### src/mtc_pkg.sv
`timescale 1ns / 1ps
// ----------------------------------------------------------------------------
// mtc_pkg
// Types, constants and helper functions for the magnetometer trim compensation
// ----------------------------------------------------------------------------
package mtc_pkg;

  localparam int QueueDepth = 4;

  typedef enum logic [2:0] {
    REG_X_PACK   = 3'd0,
    REG_Y_PACK   = 3'd1,
    REG_XY_PACK  = 3'd2,
    REG_Z1       = 3'd3,
    REG_Z2       = 3'd4,
    REG_Z3       = 3'd5,
    REG_Z4       = 3'd6,
    REG_XYZ1     = 3'd7
  } reg_index_t;

  typedef struct packed {
    logic [15:0] x_word;
    logic [15:0] y_word;
    logic [15:0] z_word;
    logic [15:0] r_word;
  } in_item_t;

  typedef struct packed {
    logic               ready_res;
    logic signed [15:0] field_x;
    logic signed [15:0] field_y;
    logic signed [15:0] field_z;
    logic               divide_fault;
  } out_item_t;

  typedef struct packed {
    logic [15:0] x_pack;
    logic [15:0] y_pack;
    logic [15:0] xy_pack;
    logic [15:0] z1;
    logic [15:0] z2;
    logic [15:0] z3;
    logic [15:0] z4;
    logic [14:0] xyz1;
  } trim_t;

  // classified item handed from front to back
  typedef struct packed {
    logic               ready;
    logic               tfault;
    logic signed [13:0] mx;
    logic signed [13:0] my;
    logic signed [15:0] znum_hi;
    logic signed [31:0] znum;
    logic signed [17:0] zdiv;
    logic [29:0]        tnum;
    logic [14:0]        tden;
  } work_t;

endpackage

### src/mtc_front.sv
`timescale 1ns / 1ps
// ----------------------------------------------------------------------------
// mtc_front
// Unpacks a raw reading and forms the divider operands, two pipeline stages
// ----------------------------------------------------------------------------
module mtc_front (
  input  logic              clk,
  input  logic              rst,
  input  logic              in_valid,
  input  mtc_pkg::in_item_t in_data,
  input  mtc_pkg::trim_t    trim,
  input  logic              advance,
  output logic              out_valid,
  output mtc_pkg::work_t    out_data
);

  logic                v1;
  mtc_pkg::in_item_t   d1;
  logic signed [31:0]  p3;
  logic [31:0]         p1;
  logic [13:0]         rr_c;

  assign rr_c = in_data.r_word[15:2];

  always_ff @(posedge clk) begin
    if (rst) begin
      v1 <= 1'b0;
      out_valid <= 1'b0;
    end else if (advance) begin
      v1 <= in_valid;
      out_valid <= v1;
    end
  end

  // stage 1: products
  always_ff @(posedge clk) begin
    if (advance) begin
      d1 <= in_data;
      p3 <= $signed(trim.z3) * $signed({3'b0, rr_c} - {2'b0, trim.xyz1});
      p1 <= {16'b0, trim.z1} * {17'b0, rr_c, 1'b0};
    end
  end

  logic [13:0]        rr;
  logic [14:0]        tden;
  logic signed [16:0] mz;
  logic signed [31:0] znum;
  logic [31:0]        zt;
  logic signed [17:0] zdiv;

  always_comb begin
    rr   = d1.r_word[15:2];
    tden = (rr != 14'd0) ? {1'b0, rr} : trim.xyz1;
    mz   = $signed({d1.z_word[15], d1.z_word[15:1]}) - $signed(trim.z4);
    znum = ($signed({{15{mz[16]}}, mz}) <<< 15) - (p3 >>> 2);
    zt   = p1 + 32'd32768;
    zdiv = $signed({{2{trim.z2[15]}}, trim.z2}) + $signed({{2{zt[31]}}, zt[31:16]});
  end

  // stage 2: operands
  always_ff @(posedge clk) begin
    if (advance) begin
      out_data.ready   <= d1.r_word[0];
      out_data.tfault  <= (tden == 15'd0);
      out_data.mx      <= $signed(d1.x_word[15:3]);
      out_data.my      <= $signed(d1.y_word[15:3]);
      out_data.znum_hi <= znum[31:16];
      out_data.znum    <= znum;
      out_data.zdiv    <= zdiv;
      out_data.tnum    <= {1'b0, trim.xyz1, 14'b0};
      out_data.tden    <= tden;
    end
  end

endmodule

### config.mk
export PLATFORM = sky130hd
export DESIGN_NAME = mtc_front
export DESIGN_NICKNAME = d
export VERILOG_FILES = /design/src/mtc_pkg.sv /design/src/mtc_front.sv
export SDC_FILE = /design/constraint.sdc
export NUM_CORES = 1
export LEC_CHECK = 0
export BUFFER_PORTS_ARGS = -buffer_cell sky130_fd_sc_hd__buf_2
export CORE_MARGIN = 2
export CORE_UTILIZATION = 33
export DETAILED_ROUTE_END_ITERATION = 10
export GPL_TIMING_DRIVEN = 1
export SLEW_MARGIN = 25
export SYNTH_ARGS = -nofsm -noshare
export SYNTH_HDL_FRONTEND = slang
export SYNTH_SLANG_ARGS = --single-unit
### constraint.sdc
create_clock -name clk -period 13.9 [get_ports clk]
set_clock_uncertainty 0.2 [all_clocks]
set_input_delay 0.695 -clock clk [delete_from_list [all_inputs] [get_ports clk]]
set_output_delay 0.695 -clock clk [all_outputs]
set_load 0.01 [all_outputs]
==> metrics.txt <==
pins over their slew limit=0; Hold Startpoint=in_data[26]; CTS max path bufs=3; worst-margin pin slew=1.06 ns; crit path kind=in2reg; CTS sink count=211; Placer Congestion=0.824; sequential cell area fraction in the yosys report=23.5%; grt ovf=0; CTS H-tree depth=1; FILL cells=8135; routed len/inst=16.8 um; most used cell along the critical path=fa_1; FF-to-FF setup slack=8.99 ns; commonest non-fill, non-tap cell in the layout=inv_1; Worst-path clk slew=0.06 ns; cts hold-fix bufs=0; P&R area growth vs syn=11.9%; post-CTS setup buffers=0; Final Critical Period=9.06 ns; CP max FO=17; Total Routed Length=65.8 mm; highest clock rate=110 MHz; share of layout cells above drive strength 1=12.6%; number of antenna violations at the first check in global routing=10; Synth cell types=82; vias per cell=4.72; Final period util=65.2%; Sequential cell area=6320 um2; pin count of the biggest net entering global routing=80; setup tns final=0 ns; slowest CP cell=fa_1; post-synthesis cell count=2629; HP Class=in2reg; initial DRC count=913; final hold vios=0; Pre-Repair DR Iteration Count=7; multi-input logic area=18200 um2; TritonCTS clock tree=done; RSZ-0062 raised after global routing=false; leading register cell type out of synthesis=edfxtp_1; Max-slew headroom=28.9%; fin nets=3705; Post-Synthesis Cell Area=26800 um2; yosys warns=0; commonest cells after routing, fill and taps aside=540 x inv_1, 430 x fa_1, 308 x nand2_1; initial core utilization=33.3%; worst skew pair latency=0.55 ns; setup violators final=0; gr usage total=16.2%; Vert. Die Dim=289 um; CP required=13.99 ns; EDFF count, synth=209; Async SR Flop Fraction=0%; vias in the first global route=19700; CTS buffer count=24; post-DP HPWL=52.0 mm; FP Rows=104; drt drc=0; CP Launch Point=in_data[2]; Critical Path Max Stage Delay=0.55 ns; post-route ant nets=0; Die X=289 um; reg2reg start=d1[18]$_DFFE_PP_; via count=18500; Yosys reg bits=211; Max Cap Violations=0; core area=80500 um2; IO Port Bufs=265; Avg Cell Area, Syn=10.2 um2; CP startpoint kind=primary input; CP Data Arrival Time=9.15 ns; global-route wire length before repair=106 mm; Total Die Area=83700 um2; root buf cell=clkbuf_16; I/O pin count=337; CP Capture Type=flop; status=completed; PostCTS Resize Cnt=0
-- metrics by stage --
step / instances / setup slack [ns] / cell area [um2] / utilization (%) / hold WS, ns
6_report: 3921 / 4.84 / 30000 / 37.3 / 0.121
4_1_cts: 3920 / 4.78 / 30000 / 37.2 / 0.0779
2_1_floorplan: 2643 / 5.35 / 26900 / - / 0.200
3_5_place_dp: 3878 / 4.22 / 29200 / 36.3 / 0.205
3_3_place_gp: 3878 / 4.25 / 29200 / 36.3 / 0.201
5_1_grt: 3921 / 4.33 / 30000 / 37.3 / 0.0807
-- sequential cells by signal, indices dropped and copies added, names as in the netlist --
register and flops:
p3 30, p1 16, out_valid 1, v1 1
d1 56, out_data 107
-- layout make-up --
cell class | instances | area share (%)
timing repair buffer | 276 | 4.74
clock inverter | 15 | 0.529
sequential | 211 | 21.0
antenna | 1 | 0.00833
multi-input combinational | 1791 | 60.5
inverter | 540 | 6.75
clock buffer | 27 | 2.04
tap | 1060 | 4.41
-- path summary, 6_finish.rpt --
kind / end / cells past startpoint
max reg2reg: out_data[110]$_DFFE_PP_ / 17
min: d1[26]$_DFFE_PP_ / 1
max: p3[30]$_DFFE_PP_ / 32
min reg2reg: out_data[128]$_DFFE_PP_ / 0
-- routing by layer --
| layer | up-vias | global-route usage [%] | part of all wire, % |
|---|---|---|---|
| met5 | - | 0 | 0.11 |
| met4 | 12 | 3.12 | 1.8 |
| met3 | 82 | 2.52 | 5.5 |
| met2 | 425 | 28.0 | 49 |
| met1 | 9308 | 21.6 | 43 |
| li1 | 8661 | - | - |
-- critical path, delay by kind of cell --
family          cells  cell delay, ns
compound gates     11            2.42
fa+ha+maj           9            4.03
simple gates        6            1.19
xor+xnor            1            0.07
buf+inv             5            0.72
-- cells in the mapped netlist (32+ instances only) --
library cell  instances  share of area, %
nor2b_1              37              0.86
a21oi_1              59               1.1
clkbuf_1             63              0.88
inv_1               540               7.5
buf_4                34              0.95
nand3_1              32              0.60
nor2_1               85               1.2
and2_1              166               3.9
fa_1                430                32
ha_1                236                11
xnor2_1              98               3.2
o21ai_0              33              0.62
nand2_1             308               4.3
edfxtp_1            209                23
-- cells by family (layout without fill, tap and decap cells) --
family	Yosys count	in the layout	share of synthesized area, %
simple gates	757	757	14.0
fa+ha+maj	666	666	43.1
buf+inv	641	858	9.46
compound gates	227	227	5.83
flops	211	211	23.5
xor+xnor	124	124	4.05
mux	2	2	0.0746
other cells	1	16	0.0140
Power is left out: the tool's default activity adds up to more than one toggle a clock period on the data nets, which glitch-free logic cannot reach.
