## config.mk

```make
export PLATFORM = sky130hd
export DESIGN_NAME = mtc_queue
export DESIGN_NICKNAME = d
export VERILOG_FILES = /design/src/mtc_pkg.sv /design/src/mtc_queue.sv
export SDC_FILE = /design/constraint.sdc
export NUM_CORES = 1
export LEC_CHECK = 0
export ABC_AREA = 1
export BUFFER_PORTS_ARGS = -buffer_cell sky130_fd_sc_hd__buf_2
export CORE_ASPECT_RATIO = 0.5
export CORE_MARGIN = 4
export CORE_UTILIZATION = 45
export DETAILED_ROUTE_END_ITERATION = 12
export PLACE_DENSITY = 0.71
export SLEW_MARGIN = 20
export SYNTH_ARGS = -nofsm -noshare
export SYNTH_HDL_FRONTEND = slang
export SYNTH_SLANG_ARGS = --single-unit
```

## constraint.sdc

```tcl
create_clock -name clk -period 7.4 [get_ports clk]
set_input_delay 0.37 -clock clk [delete_from_list [all_inputs] [get_ports clk]]
set_output_delay 0.37 -clock clk [all_outputs]
set_load 0.05 [all_outputs]
```

## src/mtc_pkg.sv

```systemverilog
`timescale 1ns / 1ps
// ----------------------------------------------------------------------------
// mtc_pkg
// Types, constants and helper functions for the magnetometer trim compensation
// ----------------------------------------------------------------------------
package mtc_pkg;

  localparam int QueueDepth = 4;

  typedef enum logic [2:0] {
    REG_X_PACK   = 3'd0,
    REG_Y_PACK   = 3'd1,
    REG_XY_PACK  = 3'd2,
    REG_Z1       = 3'd3,
    REG_Z2       = 3'd4,
    REG_Z3       = 3'd5,
    REG_Z4       = 3'd6,
    REG_XYZ1     = 3'd7
  } reg_index_t;

  typedef struct packed {
    logic [15:0] x_word;
    logic [15:0] y_word;
    logic [15:0] z_word;
    logic [15:0] r_word;
  } in_item_t;

  typedef struct packed {
    logic               ready_res;
    logic signed [15:0] field_x;
    logic signed [15:0] field_y;
    logic signed [15:0] field_z;
    logic               divide_fault;
  } out_item_t;

  typedef struct packed {
    logic [15:0] x_pack;
    logic [15:0] y_pack;
    logic [15:0] xy_pack;
    logic [15:0] z1;
    logic [15:0] z2;
    logic [15:0] z3;
    logic [15:0] z4;
    logic [14:0] xyz1;
  } trim_t;

  // classified item handed from front to back
  typedef struct packed {
    logic               ready;
    logic               tfault;
    logic signed [13:0] mx;
    logic signed [13:0] my;
    logic signed [15:0] znum_hi;
    logic signed [31:0] znum;
    logic signed [17:0] zdiv;
    logic [29:0]        tnum;
    logic [14:0]        tden;
  } work_t;

endpackage

```

## src/mtc_queue.sv

```systemverilog
`timescale 1ns / 1ps
// ----------------------------------------------------------------------------
// mtc_queue
// Small register FIFO between the front and the back
// ----------------------------------------------------------------------------
module mtc_queue #(
  parameter int Depth = mtc_pkg::QueueDepth
) (
  input  logic           clk,
  input  logic           rst,
  input  logic           push,
  input  mtc_pkg::work_t push_data,
  input  logic           pop,
  output logic           not_empty,
  output logic [$clog2(Depth+1)-1:0] count,
  output mtc_pkg::work_t pop_data
);

  localparam int AW = (Depth > 1) ? $clog2(Depth) : 1;

  mtc_pkg::work_t mem [Depth];
  logic [AW-1:0]  wp, rp;

  assign not_empty = (count != '0);
  assign pop_data  = mem[rp];

  always_ff @(posedge clk) begin
    if (rst) begin
      wp <= '0;
      rp <= '0;
      count <= '0;
    end else begin
      if (push) wp <= (wp == AW'(Depth - 1)) ? '0 : wp + 1'b1;
      if (pop)  rp <= (rp == AW'(Depth - 1)) ? '0 : rp + 1'b1;
      count <= count + (push ? 1'b1 : 1'b0) - (pop ? 1'b1 : 1'b0);
    end
  end

  always_ff @(posedge clk) begin
    if (push) mem[wp] <= push_data;
  end

endmodule

```

==> flow_summary.json <==
{
  "powerDensity_nw_per_um2": 275.6,
  "endpoint_kind": "output port",
  "grt_pass1_vias": 13510,
  "syn_nets": 1856,
  "synthDominantCellAreaShare_pct": 74.78,
  "synthFlopType": "edfxtp_1",
  "die-area_um2": 54200,
  "root_buffer": "clkbuf_16",
  "worst_slew_margin_rel_pct": 26.73,
  "setup-violations-final": 0,
  "ios": 290,
  "syn_to_final_growth_pct": 20.67,
  "drc": 0,
  "ys_types": 16,
  "synth-seq-cells": 573,
  "fin_worst_skew_ns": 0.01558,
  "cts.sinks": 573,
  "period_needed_ns": 3.580,
  "yosysTopAreaCell": "edfxtp_1",
  "coreArea_um2": 49140,
  "synth_top_family_by_area": "compound AO/OA/AOI/OAI gates",
  "gr-total-overflow": 0,
  "ys_warn_count": 0,
  "rows": 57,
  "setup_tns_ns": 0,
  "seq_area_um2": 17120,
  "wl_per_cell_um": 16.34,
  "htreeDepth": 2,
  "drv_slew": 0,
  "netlist_top_cells_area": "edfxtp_1 75%, inv_1 4.9%, nand2_1 4.8%",
  "ctsResizeCount": 0,
  "power.share.clock_pct": 35.1,
  "cp.arrival_ns": 3.21,
  "synthCells": 1703,
  "first_pass_iters": 4,
  "multi_input_area_um2": 3744,
  "worstPathRequired_ns": 7.03,
  "hpwlAfterDp_um": 25690,
  "via_per_inst": 4.907,
  "p_total_mw": 7.533,
  "clock_path_buffers": 3,
  "worstMarginPinSlew_ns": 1.099,
  "rsz0062_at_grt": "no",
  "grt_max_degree": 241,
  "drive_gt1_share_pct": 17.75,
  "yosys.area_share.adder_pct": 0.4751,
  "grt_usage_pct": 16.37,
  "post_cts_buffers": 0,
  "synth_compound_area_share_pct": 11.04,
  "cts_tree": "built",
  "critical_path_class": "reg2out",
  "power.internal_mw": 5.503,
  "die_x_um": 325.3,
  "ant_nets": 0,
  "antenna_found_initial": 0,
  "gp_congestion": 0.7484,
  "vias": 13630,
  "critPathLaunchType": "register",
  "place_ws_ns": 4.423,
  "seq_power_share_pct": 50.1,
  "cts_buffers": 51,
  "layout_setup_ws_ns": 3.820,
  "num_antenna_cells": 0,
  "hold_buffers": 131,
  "synth_edf_count": 564,
  "netlist_area_um2": 22650,
  "hold_class": "in2reg",
  "start_util_pct": 46.09,
  "fillers": 3800,
  "max_freq_ghz": 0.2793,
  "cellLeakagePower_nw": 10.63,
  "fin_crit_sh_pct": 48.38,
  "synthTopCellsByCount": "564 x edfxtp_1, 297 x inv_1, 291 x nand2_1, 144 x a21oi_1, 141 x o211ai_1",
  "totalWireLength_um": 45380,
  "seq_area_frac_synth_pct": 75.57,
  "finalHoldViolations": 0,
  "yosysMostFrequentCell": "edfxtp_1",
  "net-switching-power_mw": 2.030,
  "swShare_pct": 26.94,
  "yosys.area_share.simple_pct": 5.016,
  "first_iter_violations": 913,
  "async_flop_share_pct": 0,
  "power.share.combinational_pct": 14.8,
  "drv_cap": 0,
  "status": "complete, no violations",
  "avgSynthCellArea_um2": 13.30,
  "vdd_ir_drop_max_v": 0.0002402,
  "fp.dieH_um": 166.6,
  "clk_latency_ns": 0.57,
  "grt_pass1_wl_um": 71080,
  "synth_xor_area_share_pct": 0,
  "post_synth_mux_area_share_pct": 0,
  "clk_pin_slew_worst_paths_ns": 0.06,
  "nets": 2243,
  "cp_max_fo": 114,
  "io_buffers": 289
}
==> state kept, by name, indices dropped and copies added (netlist names), named ones only <==
| signal | count |
|---|---|
| count | 3 |
| mem | 564 |
| rp | 2 |
| wp | 2 |
==> worst max-delay path: stages (launching register included) <==
cell and delay (ns):
dfxtp_4 0.97, buf_4 0.92, a21oi_1 0.21, o21ai_1 0.14, nand2_1 0.09, buf_2 0.22
==> worst paths after layout <==
path,to,slack [ns],cells after the start,startpoint
worst min register to register,register,0.49,2,rp[0]
worst min-delay path,mem[3][116],0.03,1,push_data[116]
worst max register to register,mem[3][46],4.71,4,wp[0]
worst max-delay path,pop_data[27],3.82,5,register
==> logic make-up after synthesis <==
kind of cell,after synthesis
fa+ha+maj,8
buf+inv,391
flops,573
compound gates,429
simple gates,302
==> power groups by stage <==
stage,Combinational [mW],Sequential (mW),Clock [mW]
global route,1.19,3.79,2.86
CTS,1.13,3.78,2.70
finish,1.11,3.78,2.64
floorplan,0.792,3.85,0
detailed placement,1.06,3.85,0
global placement,1.05,3.84,0
==> layer usage <==
layer	global-route usage [%]	up-vias	part of all wire, %
met5	0	-	0
met4	5.689	0	3.5
met3	2.946	97	3.4
met2	32.38	209	56
met1	17.47	6614	37
li1	-	6712	-
==> metrics by stage <==
stage	instance area [um^2]	utilization, %	cells	hold slack, ns
after detailed placement	24350	49.55	2555	0.4884
after floorplan	22650	-	1703	0.4367
after global routing	27330	55.62	2778	0.005725
after global placement	24350	49.55	2555	0.4800
after CTS	27330	55.61	2778	0.0001420
final	27330	55.62	2778	0.03061
==> cell usage in the layout, fill, tap and decap left out, types with 5 or more instances in the layout <==
cell type | Yosys | final
dlygate4sd3_1 | 0 | 131
buf_4 | 9 | 5
nand2_1 | 291 | 291
clkbuf_16 | 0 | 53
o21ai_0 | 7 | 7
bufinv_16 | 0 | 5
o21ai_1 | 137 | 137
nor2_1 | 9 | 9
inv_1 | 297 | 293
o211ai_1 | 141 | 141
edfxtp_1 | 564 | 564
clkinv_2 | 0 | 7
clkbuf_1 | 0 | 11
clkinv_1 | 0 | 6
inv_6 | 0 | 8
ha_1 | 7 | 7
a21oi_1 | 144 | 144
buf_2 | 47 | 289
dfxtp_1 | 9 | 7
==> area by class of cell <==
class	count	area share, %
clock inverters	26	1.007
well taps	649	2.971
clock buffers	66	5.104
multi-input cells	739	13.70
flip-flops and latches	573	62.65
repair buffers	428	10.41
inverters	297	4.152
Note: power is estimated with default switching activity, not from simulation.
